**config.mk**
```make
export PLATFORM = sky130hd
export DESIGN_NAME = dedup_packet_fifo_with_range_count
export DESIGN_NICKNAME = d
export VERILOG_FILES = /design/src/hw/rtl/dpf_pkg.sv /design/src/hw/rtl/dedup_packet_fifo_with_range_count.sv /design/src/hw/rtl/dpf_mem.sv /design/src/hw/rtl/dpf_seq.sv
export SDC_FILE = /design/constraint.sdc
export NUM_CORES = 2
export LEC_CHECK = 0
export BUFFER_PORTS_ARGS = -buffer_cell sky130_fd_sc_hd__buf_2
export CORE_ASPECT_RATIO = 1.25
export CORE_MARGIN = 1
export CORE_UTILIZATION = 30
export DETAILED_ROUTE_END_ITERATION = 10
export GPL_TIMING_DRIVEN = 1
export HOLD_SLACK_MARGIN = 0.12
export MAX_ROUTING_LAYER = met4
export PLACE_DENSITY = 0.43
export RECOVER_POWER = 100
export SLEW_MARGIN = 20
export SYNTH_ARGS = -nofsm -noshare
export SYNTH_HDL_FRONTEND = slang
export SYNTH_SLANG_ARGS = --single-unit
```
**constraint.sdc**
```tcl
create_clock -name aclk -period 9.8 [get_ports aclk]
set_input_delay 0.49 -clock aclk [delete_from_list [all_inputs] [get_ports aclk]]
set_output_delay 0.49 -clock aclk [all_outputs]
set_load 0.02 [all_outputs]
```
**src/hw/rtl/dpf_pkg.sv**
```systemverilog
// shared types, widths, command codes and defaults for the deduplicating packet fifo
package dpf_pkg;

    localparam int ID_W    = 20;
    localparam int TIME_W  = 30;
    localparam int LIMIT_W = 5;
    localparam int COUNT_W = 5;
    localparam int CMD_W   = 2;

    localparam int CAPACITY_DEF = 16;

    localparam logic [LIMIT_W-1:0] LIMIT_RESET = 5'd16;

    localparam logic [CMD_W-1:0] CMD_ADD   = 2'd0;
    localparam logic [CMD_W-1:0] CMD_FWD   = 2'd1;
    localparam logic [CMD_W-1:0] CMD_COUNT = 2'd2;

    // one stored packet
    typedef struct packed {
        logic [ID_W-1:0]   src;
        logic [ID_W-1:0]   dst;
        logic [TIME_W-1:0] ts;
    } entry_t;

    // one incoming request
    typedef struct packed {
        logic [CMD_W-1:0]  cmd;
        logic [ID_W-1:0]   src;
        logic [ID_W-1:0]   dst;
        logic [TIME_W-1:0] ts;
        logic [TIME_W-1:0] ws;
        logic [TIME_W-1:0] we;
    } req_t;

    // one result
    typedef struct packed {
        logic               ok;
        logic [ID_W-1:0]    src;
        logic [ID_W-1:0]    dst;
        logic [TIME_W-1:0]  ts;
        logic [COUNT_W-1:0] cnt;
    } rslt_t;

endpackage

```
**src/hw/rtl/dedup_packet_fifo_with_range_count.sv**
```systemverilog
// top level of the deduplicating packet fifo with range count
//
// Bounded fifo of (source, destination, timestamp) packets held in one
// single-port-read memory of CAPACITY entries. Each request gives exactly one
// result. An add scans every held packet for an exact copy (result ok 0 if
// found), otherwise stores the packet, dropping the oldest first when the
// occupancy has reached memory_limit (0 acts as 1, above CAPACITY acts as
// CAPACITY). A forward pops the oldest packet (ok 0 when empty). A count scans
// every held packet and returns how many match the destination with a
// timestamp inside the inclusive window, low 5 bits only. Requests are
// handled one at a time; add and count scan the store, which reads one stored
// packet per cycle through the memory read port, and an unknown command
// gives a result with ok 0. A finished result waits in the output register,
// so the next request can be taken while it is still held. The user must
// write memory_limit only while idle; the block itself does not enforce this.
module dedup_packet_fifo_with_range_count #(
    parameter int CAPACITY = dpf_pkg::CAPACITY_DEF
) (
    input  logic                          aclk,
    input  logic                          aresetn,
    // configuration
    input  logic                          cfg_wr_en,
    input  logic [dpf_pkg::LIMIT_W-1:0]   cfg_wr_data,
    // request channel
    input  logic                          s_valid,
    output logic                          s_ready,
    input  logic [dpf_pkg::CMD_W-1:0]     s_command,
    input  logic [dpf_pkg::ID_W-1:0]      s_source,
    input  logic [dpf_pkg::ID_W-1:0]      s_destination,
    input  logic [dpf_pkg::TIME_W-1:0]    s_timestamp,
    input  logic [dpf_pkg::TIME_W-1:0]    s_window_start,
    input  logic [dpf_pkg::TIME_W-1:0]    s_window_end,
    // result channel
    output logic                          m_valid,
    input  logic                          m_ready,
    output logic                          m_ok,
    output logic [dpf_pkg::ID_W-1:0]      m_out_source,
    output logic [dpf_pkg::ID_W-1:0]      m_out_destination,
    output logic [dpf_pkg::TIME_W-1:0]    m_out_timestamp,
    output logic [dpf_pkg::COUNT_W-1:0]   m_match_count
);

    localparam int PTR_W = $clog2(CAPACITY);

    // eviction threshold register
    logic [dpf_pkg::LIMIT_W-1:0] limit_reg;

    // output register, decouples the sequencer from the result channel
    logic                        m_valid_reg;
    dpf_pkg::rslt_t              m_rslt_reg;

    dpf_pkg::req_t               req;
    logic                        rslt_valid;
    logic                        rslt_ready;
    dpf_pkg::rslt_t              rslt;

    logic                        rd_en;
    logic [PTR_W-1:0]            rd_addr;
    dpf_pkg::entry_t             rd_data;
    logic                        wr_en;
    logic [PTR_W-1:0]            wr_addr;
    dpf_pkg::entry_t             wr_data;

    always_comb begin
        req.cmd = s_command;
        req.src = s_source;
        req.dst = s_destination;
        req.ts  = s_timestamp;
        req.ws  = s_window_start;
        req.we  = s_window_end;
    end

    // result register may load when empty or being drained this cycle
    assign rslt_ready = !m_valid_reg || m_ready;

    always_ff @(posedge aclk) begin
        if (!aresetn) begin
            limit_reg   <= dpf_pkg::LIMIT_RESET;
            m_valid_reg <= 1'b0;
        end else begin
            if (cfg_wr_en) begin
                limit_reg <= cfg_wr_data;
            end
            if (rslt_valid && rslt_ready) begin
                m_valid_reg <= 1'b1;
                m_rslt_reg  <= rslt;
            end else if (m_ready) begin
                m_valid_reg <= 1'b0;
            end
        end
    end

    dpf_seq #(
        .CAPACITY (CAPACITY)
    ) u_seq (
        .aclk       (aclk),
        .aresetn    (aresetn),
        .limit      (limit_reg),
        .req_valid  (s_valid),
        .req_ready  (s_ready),
        .req        (req),
        .rslt_valid (rslt_valid),
        .rslt_ready (rslt_ready),
        .rslt       (rslt),
        .rd_en      (rd_en),
        .rd_addr    (rd_addr),
        .rd_data    (rd_data),
        .wr_en      (wr_en),
        .wr_addr    (wr_addr),
        .wr_data    (wr_data)
    );

    dpf_mem #(
        .CAPACITY (CAPACITY)
    ) u_mem (
        .aclk    (aclk),
        .wr_en   (wr_en),
        .wr_addr (wr_addr),
        .wr_data (wr_data),
        .rd_en   (rd_en),
        .rd_addr (rd_addr),
        .rd_data (rd_data)
    );

    assign m_valid           = m_valid_reg;
    assign m_ok              = m_rslt_reg.ok;
    assign m_out_source      = m_rslt_reg.src;
    assign m_out_destination = m_rslt_reg.dst;
    assign m_out_timestamp   = m_rslt_reg.ts;
    assign m_match_count     = m_rslt_reg.cnt;

endmodule

```
**src/hw/rtl/dpf_mem.sv**
```systemverilog
// packet store: one write port, one read port, registered read data
module dpf_mem #(
    parameter int CAPACITY = dpf_pkg::CAPACITY_DEF
) (
    input  logic                        aclk,
    input  logic                        wr_en,
    input  logic [$clog2(CAPACITY)-1:0] wr_addr,
    input  dpf_pkg::entry_t             wr_data,
    input  logic                        rd_en,
    input  logic [$clog2(CAPACITY)-1:0] rd_addr,
    output dpf_pkg::entry_t             rd_data
);

    dpf_pkg::entry_t mem_reg [CAPACITY];
    dpf_pkg::entry_t rd_data_reg;

    always_ff @(posedge aclk) begin
        if (wr_en) begin
            mem_reg[wr_addr] <= wr_data;
        end
        if (rd_en) begin
            rd_data_reg <= mem_reg[rd_addr];
        end
    end

    assign rd_data = rd_data_reg;

endmodule

```
**src/hw/rtl/dpf_seq.sv**
```systemverilog
// sequencer: pointers, occupancy, store scan for duplicate check and range count
module dpf_seq #(
    parameter int CAPACITY = dpf_pkg::CAPACITY_DEF
) (
    input  logic                          aclk,
    input  logic                          aresetn,
    input  logic [dpf_pkg::LIMIT_W-1:0]   limit,
    input  logic                          req_valid,
    output logic                          req_ready,
    input  dpf_pkg::req_t                 req,
    output logic                          rslt_valid,
    input  logic                          rslt_ready,
    output dpf_pkg::rslt_t                rslt,
    output logic                          rd_en,
    output logic [$clog2(CAPACITY)-1:0]   rd_addr,
    input  dpf_pkg::entry_t               rd_data,
    output logic                          wr_en,
    output logic [$clog2(CAPACITY)-1:0]   wr_addr,
    output dpf_pkg::entry_t               wr_data
);

    localparam int PTR_W = $clog2(CAPACITY);
    localparam int OCC_W = $clog2(CAPACITY + 1);
    localparam int CNT_W = (OCC_W > dpf_pkg::COUNT_W) ? OCC_W : dpf_pkg::COUNT_W;
    localparam int SUM_W = OCC_W + 1;
    localparam logic [PTR_W-1:0] LAST_SLOT = PTR_W'(CAPACITY - 1);

    typedef enum logic [2:0] {
        S_IDLE,
        S_SCAN,
        S_FETCH,
        S_CATCH,
        S_RESULT
    } state_t;

    function automatic logic [PTR_W-1:0] next_slot(input logic [PTR_W-1:0] p);
        return (p == LAST_SLOT) ? '0 : PTR_W'(p + 1'b1);
    endfunction

    state_t                        state_reg;
    logic [PTR_W-1:0]              head_reg;
    logic [PTR_W-1:0]              tail_reg;
    logic [OCC_W-1:0]              occ_reg;
    logic [PTR_W-1:0]              scan_ptr_reg;
    logic [OCC_W-1:0]              iss_reg;
    logic                          pend_reg;
    logic                          dup_reg;
    logic [CNT_W-1:0]              cnt_reg;
    dpf_pkg::req_t                 req_reg;
    dpf_pkg::rslt_t                rslt_reg;

    dpf_pkg::entry_t               key;
    logic                          scan_busy;
    logic                          scan_done;
    logic [dpf_pkg::LIMIT_W-1:0]   lim_eff;
    logic                          at_limit;
    logic                          evict;
    logic                          add_go;
    logic                          hit_dup;
    logic                          hit_cnt;

    always_comb begin
        key.src   = req_reg.src;
        key.dst   = req_reg.dst;
        key.ts    = req_reg.ts;
        scan_busy = (iss_reg != occ_reg);
        scan_done = (state_reg == S_SCAN) && !scan_busy && !pend_reg;
        lim_eff   = (limit == '0) ? dpf_pkg::LIMIT_W'(1) : limit;
        at_limit  = (occ_reg == OCC_W'(CAPACITY)) || (CNT_W'(occ_reg) >= CNT_W'(lim_eff));
        evict     = at_limit && (occ_reg != '0);
        add_go    = scan_done && (req_reg.cmd == dpf_pkg::CMD_ADD) && !dup_reg;
        hit_dup   = pend_reg && (rd_data == key);
        hit_cnt   = pend_reg && (rd_data.dst == req_reg.dst)
                    && (rd_data.ts >= req_reg.ws) && (rd_data.ts <= req_reg.we);
    end

    assign rd_en      = ((state_reg == S_SCAN) && scan_busy) || (state_reg == S_FETCH);
    assign rd_addr    = (state_reg == S_FETCH) ? head_reg : scan_ptr_reg;
    assign wr_en      = add_go;
    assign wr_addr    = tail_reg;
    assign wr_data    = key;
    assign req_ready  = (state_reg == S_IDLE);
    assign rslt_valid = (state_reg == S_RESULT);
    assign rslt       = rslt_reg;

    always_ff @(posedge aclk) begin
        if (!aresetn) begin
            state_reg <= S_IDLE;
            head_reg  <= '0;
            tail_reg  <= '0;
            occ_reg   <= '0;
            pend_reg  <= 1'b0;
        end else begin
            pend_reg <= (state_reg == S_SCAN) && scan_busy;
            unique case (state_reg)
                S_IDLE: begin
                    if (req_valid) begin
                        req_reg      <= req;
                        scan_ptr_reg <= head_reg;
                        iss_reg      <= '0;
                        dup_reg      <= 1'b0;
                        cnt_reg      <= '0;
                        rslt_reg     <= '0;
                        unique case (req.cmd) inside
                            dpf_pkg::CMD_ADD,
                            dpf_pkg::CMD_COUNT: state_reg <= S_SCAN;
                            dpf_pkg::CMD_FWD:
                                state_reg <= (occ_reg != '0) ? S_FETCH : S_RESULT;
                            default:            state_reg <= S_RESULT;
                        endcase
                    end
                end
                S_SCAN: begin
                    if (scan_busy) begin
                        scan_ptr_reg <= next_slot(scan_ptr_reg);
                        iss_reg      <= OCC_W'(iss_reg + 1'b1);
                    end
                    if (hit_dup) begin
                        dup_reg <= 1'b1;
                    end
                    if (hit_cnt) begin
                        cnt_reg <= CNT_W'(cnt_reg + 1'b1);
                    end
                    if (scan_done) begin
                        state_reg <= S_RESULT;
                        if (req_reg.cmd == dpf_pkg::CMD_COUNT) begin
                            rslt_reg.cnt <= cnt_reg[dpf_pkg::COUNT_W-1:0];
                        end
                        if (add_go) begin
                            rslt_reg.ok <= 1'b1;
                            tail_reg    <= next_slot(tail_reg);
                            if (evict) begin
                                head_reg <= next_slot(head_reg);
                            end else begin
                                occ_reg <= OCC_W'(occ_reg + 1'b1);
                            end
                        end
                    end
                end
                S_FETCH: begin
                    state_reg <= S_CATCH;
                end
                S_CATCH: begin
                    rslt_reg.ok  <= 1'b1;
                    rslt_reg.src <= rd_data.src;
                    rslt_reg.dst <= rd_data.dst;
                    rslt_reg.ts  <= rd_data.ts;
                    head_reg     <= next_slot(head_reg);
                    occ_reg      <= OCC_W'(occ_reg - 1'b1);
                    state_reg    <= S_RESULT;
                end
                S_RESULT: begin
                    if (rslt_ready) begin
                        state_reg <= S_IDLE;
                    end
                end
                default: state_reg <= S_IDLE;
            endcase
        end
    end

    // tail must sit occupancy slots past head, modulo the store depth
    logic [SUM_W-1:0] ptr_sum;
    logic [SUM_W-1:0] ptr_wrap;

    assign ptr_sum  = SUM_W'(head_reg) + SUM_W'(occ_reg);
    assign ptr_wrap = (ptr_sum >= SUM_W'(CAPACITY)) ? SUM_W'(ptr_sum - SUM_W'(CAPACITY))
                                                     : ptr_sum;

    a_occ_bound: assert property (@(posedge aclk) disable iff (!aresetn)
        occ_reg <= OCC_W'(CAPACITY))
        else $error("occupancy above capacity");

    a_ptr_consistent: assert property (@(posedge aclk) disable iff (!aresetn)
        tail_reg == ptr_wrap[PTR_W-1:0])
        else $error("head, tail and occupancy disagree");

    a_port_excl: assert property (@(posedge aclk) disable iff (!aresetn)
        !(rd_en && wr_en))
        else $error("store read and write in the same cycle");

    a_scan_bound: assert property (@(posedge aclk) disable iff (!aresetn)
        (state_reg == S_SCAN) |-> (iss_reg <= occ_reg))
        else $error("scan ran past the held packets");

endmodule
```
Word level (Yosys, flattened, before mapping):

Memories as Yosys holds them, arrays and structs flattened. A register that Yosys moved wholly into a read port is not among the register bits.
Cells that the tools add are included.
W data, S select, Z words.

* bits of input ports: 142
* word-level logic and storage cells: 145
* memories: 1
* memory bits (writable): 1120
* register bits after elaboration: 322
* output and inout port bits: 78

Memory list
* u_mem.mem_reg: words 16, width 70, read ports 1, clocked after Yosys merged registers in 1, write ports 1, line dpf_mem.sv:14 `dpf_pkg::entry_t mem_reg [CAPACITY];`

* $lt $le $gt $ge: 3
* equality and inequality tests: 24
* muxes and demuxes: 42
* reductions and logical operators: 41
* add/sub/neg operators: 7

Operators by type and width (number)
* $pmux W70 S2: 1
* $mux W76: 1
* $eq A70 B70 Y1: 1
* $mux W5: 9
* $pmux W5 S2: 4
* $mux W4: 9
* $ge A30 B30 Y1: 1
* $le A30 B30 Y1: 1
* $eq A20 B20 Y1: 1
* $reduce_and A4 Y1: 5
* $pmux W4 S2: 2
* $add A5 B1 Y5 const B: 3
* $pmux W3 S5: 1
* $ne A2 B1 Y1 const B: 7
* $add A4 B1 Y4 const B: 3
* $eq A4 B4 Y1 const B: 3
* $mux W3: 4
* $reduce_and A3 Y1: 4
* $logic_and A1 B1 Y1: 11
* $reduce_and A5 Y1: 2
* $mux W1: 8
* $reduce_bool A2 Y1: 4
* $eq A3 B2 Y1 const B: 2
* $ne A2 B2 Y1 const B: 3
* other kinds (20): 27

Depth between registers and ports, before layout:

* word-level depth: 9
* depth in mapped cells: 11
* gate-level depth less buffers: 10

By module:

Synthesis repeated with hierarchy kept, for this count alone.

* cells, all modules: 2805
* area, all modules: 58170.8 µm²

By module, submodules not included
* dpf_mem: instances 1, cells an instance 1800, seq. area each 35734.3 µm², area each 44024.7 µm²
* dpf_seq: instances 1, cells an instance 908, seq. area each 7036.7 µm², area each 11622.4 µm²
* dedup_packet_fifo_with_range_count: instances 1, cells an instance 97, seq. area each 2402.3 µm², area each 2523.7 µm²

Least setup slack after synthesis:

No wires, ideal clock.

* path kind: register to register
* from: register u_seq.state_reg[1]
* to: memory u_mem.mem_reg[3][0] in the netlist's numbering (enable)
* clock period less this slack: 7006 ps
* path buffers: 2
* library setup time: 584 ps
* stages on the path, launching flop included: 7
* setup slack: 2794 ps
* arrival: 6422 ps
* data required time: 9216 ps
* cells stage by stage: dfxtp_1 > clkbuf_1 > or3b_1 > buf_6 > nor3_1 > nand2_1 > nor3_1

* word-level cells in the longest chain between the ends: 7

Ends and longest elaborated chain
* start: declaration: line dpf_seq.sv:40 `state_t state_reg;`
* start signal: assignment: line dpf_seq.sv:108 `state_reg <= (occ_reg != '0) ? S_FETCH : S_RESULT;`
* $eq A3 B1 Y1: line dpf_seq.sv:67 `scan_done = (state_reg == S_SCAN) && !scan_busy && !pend_reg;`
* $logic_and A1 B1 Y1 (2 in a row): line dpf_seq.sv:67
* $logic_and A1 B1 Y1 (2 in a row): line dpf_seq.sv:71 `add_go = scan_done && (req_reg.cmd == dpf_pkg::CMD_ADD) && !dup_reg;`
* $mux W1: line dpf_mem.sv:18 `if (wr_en) begin`
* $mux W1 (not written as such): line dpf_mem.sv:19 `mem_reg[wr_addr] <= wr_data;`
* end: declaration: line dpf_mem.sv:14

No other way between the ends.

Worst setup path in the final report:

* from: register u_seq.occ_reg[0]
* to: register u_mem.rd_data[52] (netlist name)

* word-level cells in the longest chain between the ends: 3

Ends and longest elaborated chain
* start: declaration: line dpf_seq.sv:43 `logic [OCC_W-1:0] occ_reg;`
* start signal: assignment: line dpf_seq.sv:135 `occ_reg <= OCC_W'(occ_reg + 1'b1);`
* start signal: assignment: line dpf_seq.sv:149 `occ_reg <= OCC_W'(occ_reg - 1'b1);`
* $ne A5 B5 Y1: line dpf_seq.sv:66 `scan_busy = (iss_reg != occ_reg);`
* $logic_and A1 B1 Y1: line dpf_seq.sv:77 `assign rd_en = ((state_reg == S_SCAN) && scan_busy) || (state_reg == S_FETCH);`
* $logic_or A1 B1 Y1: line dpf_seq.sv:77
* via rd_en: line dedup_packet_fifo_with_range_count.sv:57 `logic rd_en;`

The timed path passes the listed nets, and every way through them passes these cells.
A chain may end at the register's enable or synchronous reset.

==> reports/metrics.cfg <==
[finish]
multiInputGateArea_um2 = 13300
final_common_cell = edfxtp_1
drive_above_1_share_pct = 8.43
largest_reg_flops = 1120
register_area_um2 = 45200
final_cell_mix = edfxtp_1, nand2_1, a211oi_1
finalInstanceArea_um2 = 70000
nFillCells = 18800
nets = 4553
fin_cells = 7038
syn2layout_area_growth_pct = 17.0

[clock_network]
cts_setup_buffers = 0
path_clk_slew_ps = 60
htreeDepth = 4
clk_path_buf_depth = 3
cts_tree = done
clkLatencyLatePin_ps = 820
clock-sinks = 1512
cts_buffers = 158
cts-root-buf = clkbuf_16

[sta]
tns_ps = 0
post-route-period-util_pct = 70.9
max_slew_margin_pct = -172
timing.fmax_ghz = 0.144
fin_worst_skew_ps = 51.9
drv_slew = 911
rsz0062_at_grt = false
min_period_ps = 6950
final-hold-violation-count = 0
tightest_slew_ps = 4090
finalSetupViolCount = 0

[floorplanning]
core-area_um2 = 197000
die_w_um = 401
fp.dieH_um = 501
design.die.area_um2 = 201000
io_pins = 220
start_util_pct = 30.3
rows = 182

[drt]
drt_wl_total_mm = 171
viasPerCell = 4.95
drt_pass1_iterations = 5
drt_iter0_markers = 2942
wl_met2_mm = 80.5
wl_met1_mm = 79.6
antenna_left = 0
top_layer_used = met4
drc = 0
wl_per_cell_um = 24.3
wl_met3_mm = 7.90
vias = 34800

[outcome]
violations = capacitance limit, slew limit
status = complete, but fails checks

[yosys]
yosysWarnings = 0
ys_ff_latch = 1512
synth-edff-count = 1489
synthArstFlopShare_pct = 0
syn-mean-instance-area_um2 = 15.0
ys.flop_type = edfxtp_1
synth_top_family_by_area = compound AO/OA/AOI/OAI gates
synth-compound-area-share_pct = 10.2
synth-simple-area-share_pct = 8.88
syn_area_um2 = 59800
yosys.cell_types.count = 64
seq_area_frac_synth_pct = 75.5
synth_xor_area_share_pct = 1.22
syn-instance-count = 3986
synth-adder-area-share_pct = 1.62
synth_nets = 4205
muxShareOfSynthArea_pct = 0.169

[power_and_ir_drop]
power.density_nw_per_um2 = 205
leakage_nw = 22.8
total_power_mw = 14.3
ir_drop_mv = 0.188
switching_power_mw = 3.45
clkPwrFrac_pct = 41.3
pwr-share-seq_pct = 51.5
power_switching_share_pct = 24.1
combinationalPowerShare_pct = 7.2
power.internal_mw = 10.9

[job]
cap_violations = 33

[grt]
grt_pass1_vias = 34300
grt_max_degree = 215
grt.overflow.total = 0
antenna_found_initial = 11
grt_pass1_wl_mm = 247
grt_use_total_pct = 17.2

[worst_setup_path]
cp_max_fo = 36
crit_chain = xor2_1 -> nor3_1 -> nand2_1 -> a21oi_1 -> nor2_4 -> clkbuf_1 -> clkbuf_1
cp_data_required_time_ps = 10120
critPathBufInv = 2
cpMaxStageDelayCell = clkbuf_1
critical_path_class = reg -> reg
startpoint_type = flip-flop
cp.arrival_ps = 7270
max_stage_delay_ps = 2660
crit_path_end_kind = flip-flop
cp_top_family = buffers and inverters
path_common_cell = clkbuf_1

[placement]
hpwl_mm = 91.0
gp_congestion = 0.774
numPortBuffers = 219
dp_cells = 6605
dpl-instance-area_um2 = 64000

[hold_path]
hp-class = in -> reg

==> what timing repair did <==
action                                 4_1_cts  5_1_grt
gates resized for setup                      0        0
endpoints found under the hold margin      140        0
hold buffers                               145        0
==> final timing paths <==
kind	start	end	slack, ps	cells past startpoint
min reg2reg	u_seq.rslt[40]	m_out_destination[5]	400	0
max	u_seq.occ_reg[0]	u_mem.rd_data[52]	2850	7
min	aresetn	u_seq.occ_reg[3]	200	3
max reg2reg	u_seq.occ_reg[0]	u_mem.rd_data[52]	2850	7
==> Yosys cell counts, types with 11 or more instances <==
master,n,share of area (%)
edfxtp_1,1489,75
nand2_1,589,3.7
a211oi_1,353,4.4
and2_1,263,2.8
clkbuf_1,207,1.3
a21oi_1,175,1.5
a31oi_1,143,1.5
a311oi_1,142,2.1
ha_1,76,1.6
inv_1,76,0.48
and3_1,72,0.75
nor2_1,45,0.28
xnor2_1,43,0.63
xor2_1,40,0.59
and2_0,29,0.30
dfxtp_1,23,0.77
nand4_1,21,0.22
buf_4,20,0.25
o21ai_0,19,0.16
nand3_1,18,0.15
a21o_1,16,0.20
buf_2,15,0.13
nor2b_1,14,0.15
buf_6,11,0.21
nor4_1,11,0.12
==> area by class of cell <==
class / count / share of cell area (%)
Inverter: 77 / 0.413
Timing Repair Buffer: 447 / 4.29
Sequential cell: 1512 / 64.5
Multi-Input combinational cell: 2138 / 18.9
Antenna cell: 4 / 0.0143
Clock inverter: 100 / 1.39
Clock buffer: 184 / 5.79
Tap cell: 2576 / 4.61
==> metal layers <==
metal / vias to the layer above / global-route usage [%]
li1: 16000 / -
met1: 17800 / 23.3
met2: 834 / 27.1
met3: 198 / 2.60
met4: 0 / 4.36
met5: - / -
==> logic make-up after synthesis <==
| group | after synthesis |
|---|---|
| xor gates and xnor gates | 83 |
| AOI/OAI and AO/OA | 871 |
| adders and majority gates | 77 |
| and+or+nand+nor | 1097 |
| DFF | 1512 |
| buffers and inverters | 336 |
| muxes | 10 |
==> tightest hold or removal path, stage by stage <==
cell and delay (ps):
buf_2 260, nand2_1 110, o21ai_0 60
==> power groups by stage <==
stage | clock [mW] | sequential [mW] | combinational, mW
after detailed placement | 0 | 7.52 | 1.01
after floorplan | 0 | 7.48 | 0.636
after global placement | 0 | 7.52 | 1.01
after CTS | 6.10 | 7.38 | 1.06
after global routing | 6.31 | 7.40 | 1.14
final | 5.93 | 7.39 | 1.03
==> per-stage QoR <==
step	hold WS [ps]	setup slack, ps	util (%)
6_report	202	2850	35.4
5_1_grt	220	2360	35.4
4_1_cts	132	4890	35.7
3_5_place_dp	405	4880	32.4
3_3_place_gp	402	4910	32.4
2_1_floorplan	400	2790	-
(Power assumes the default switching activity.)
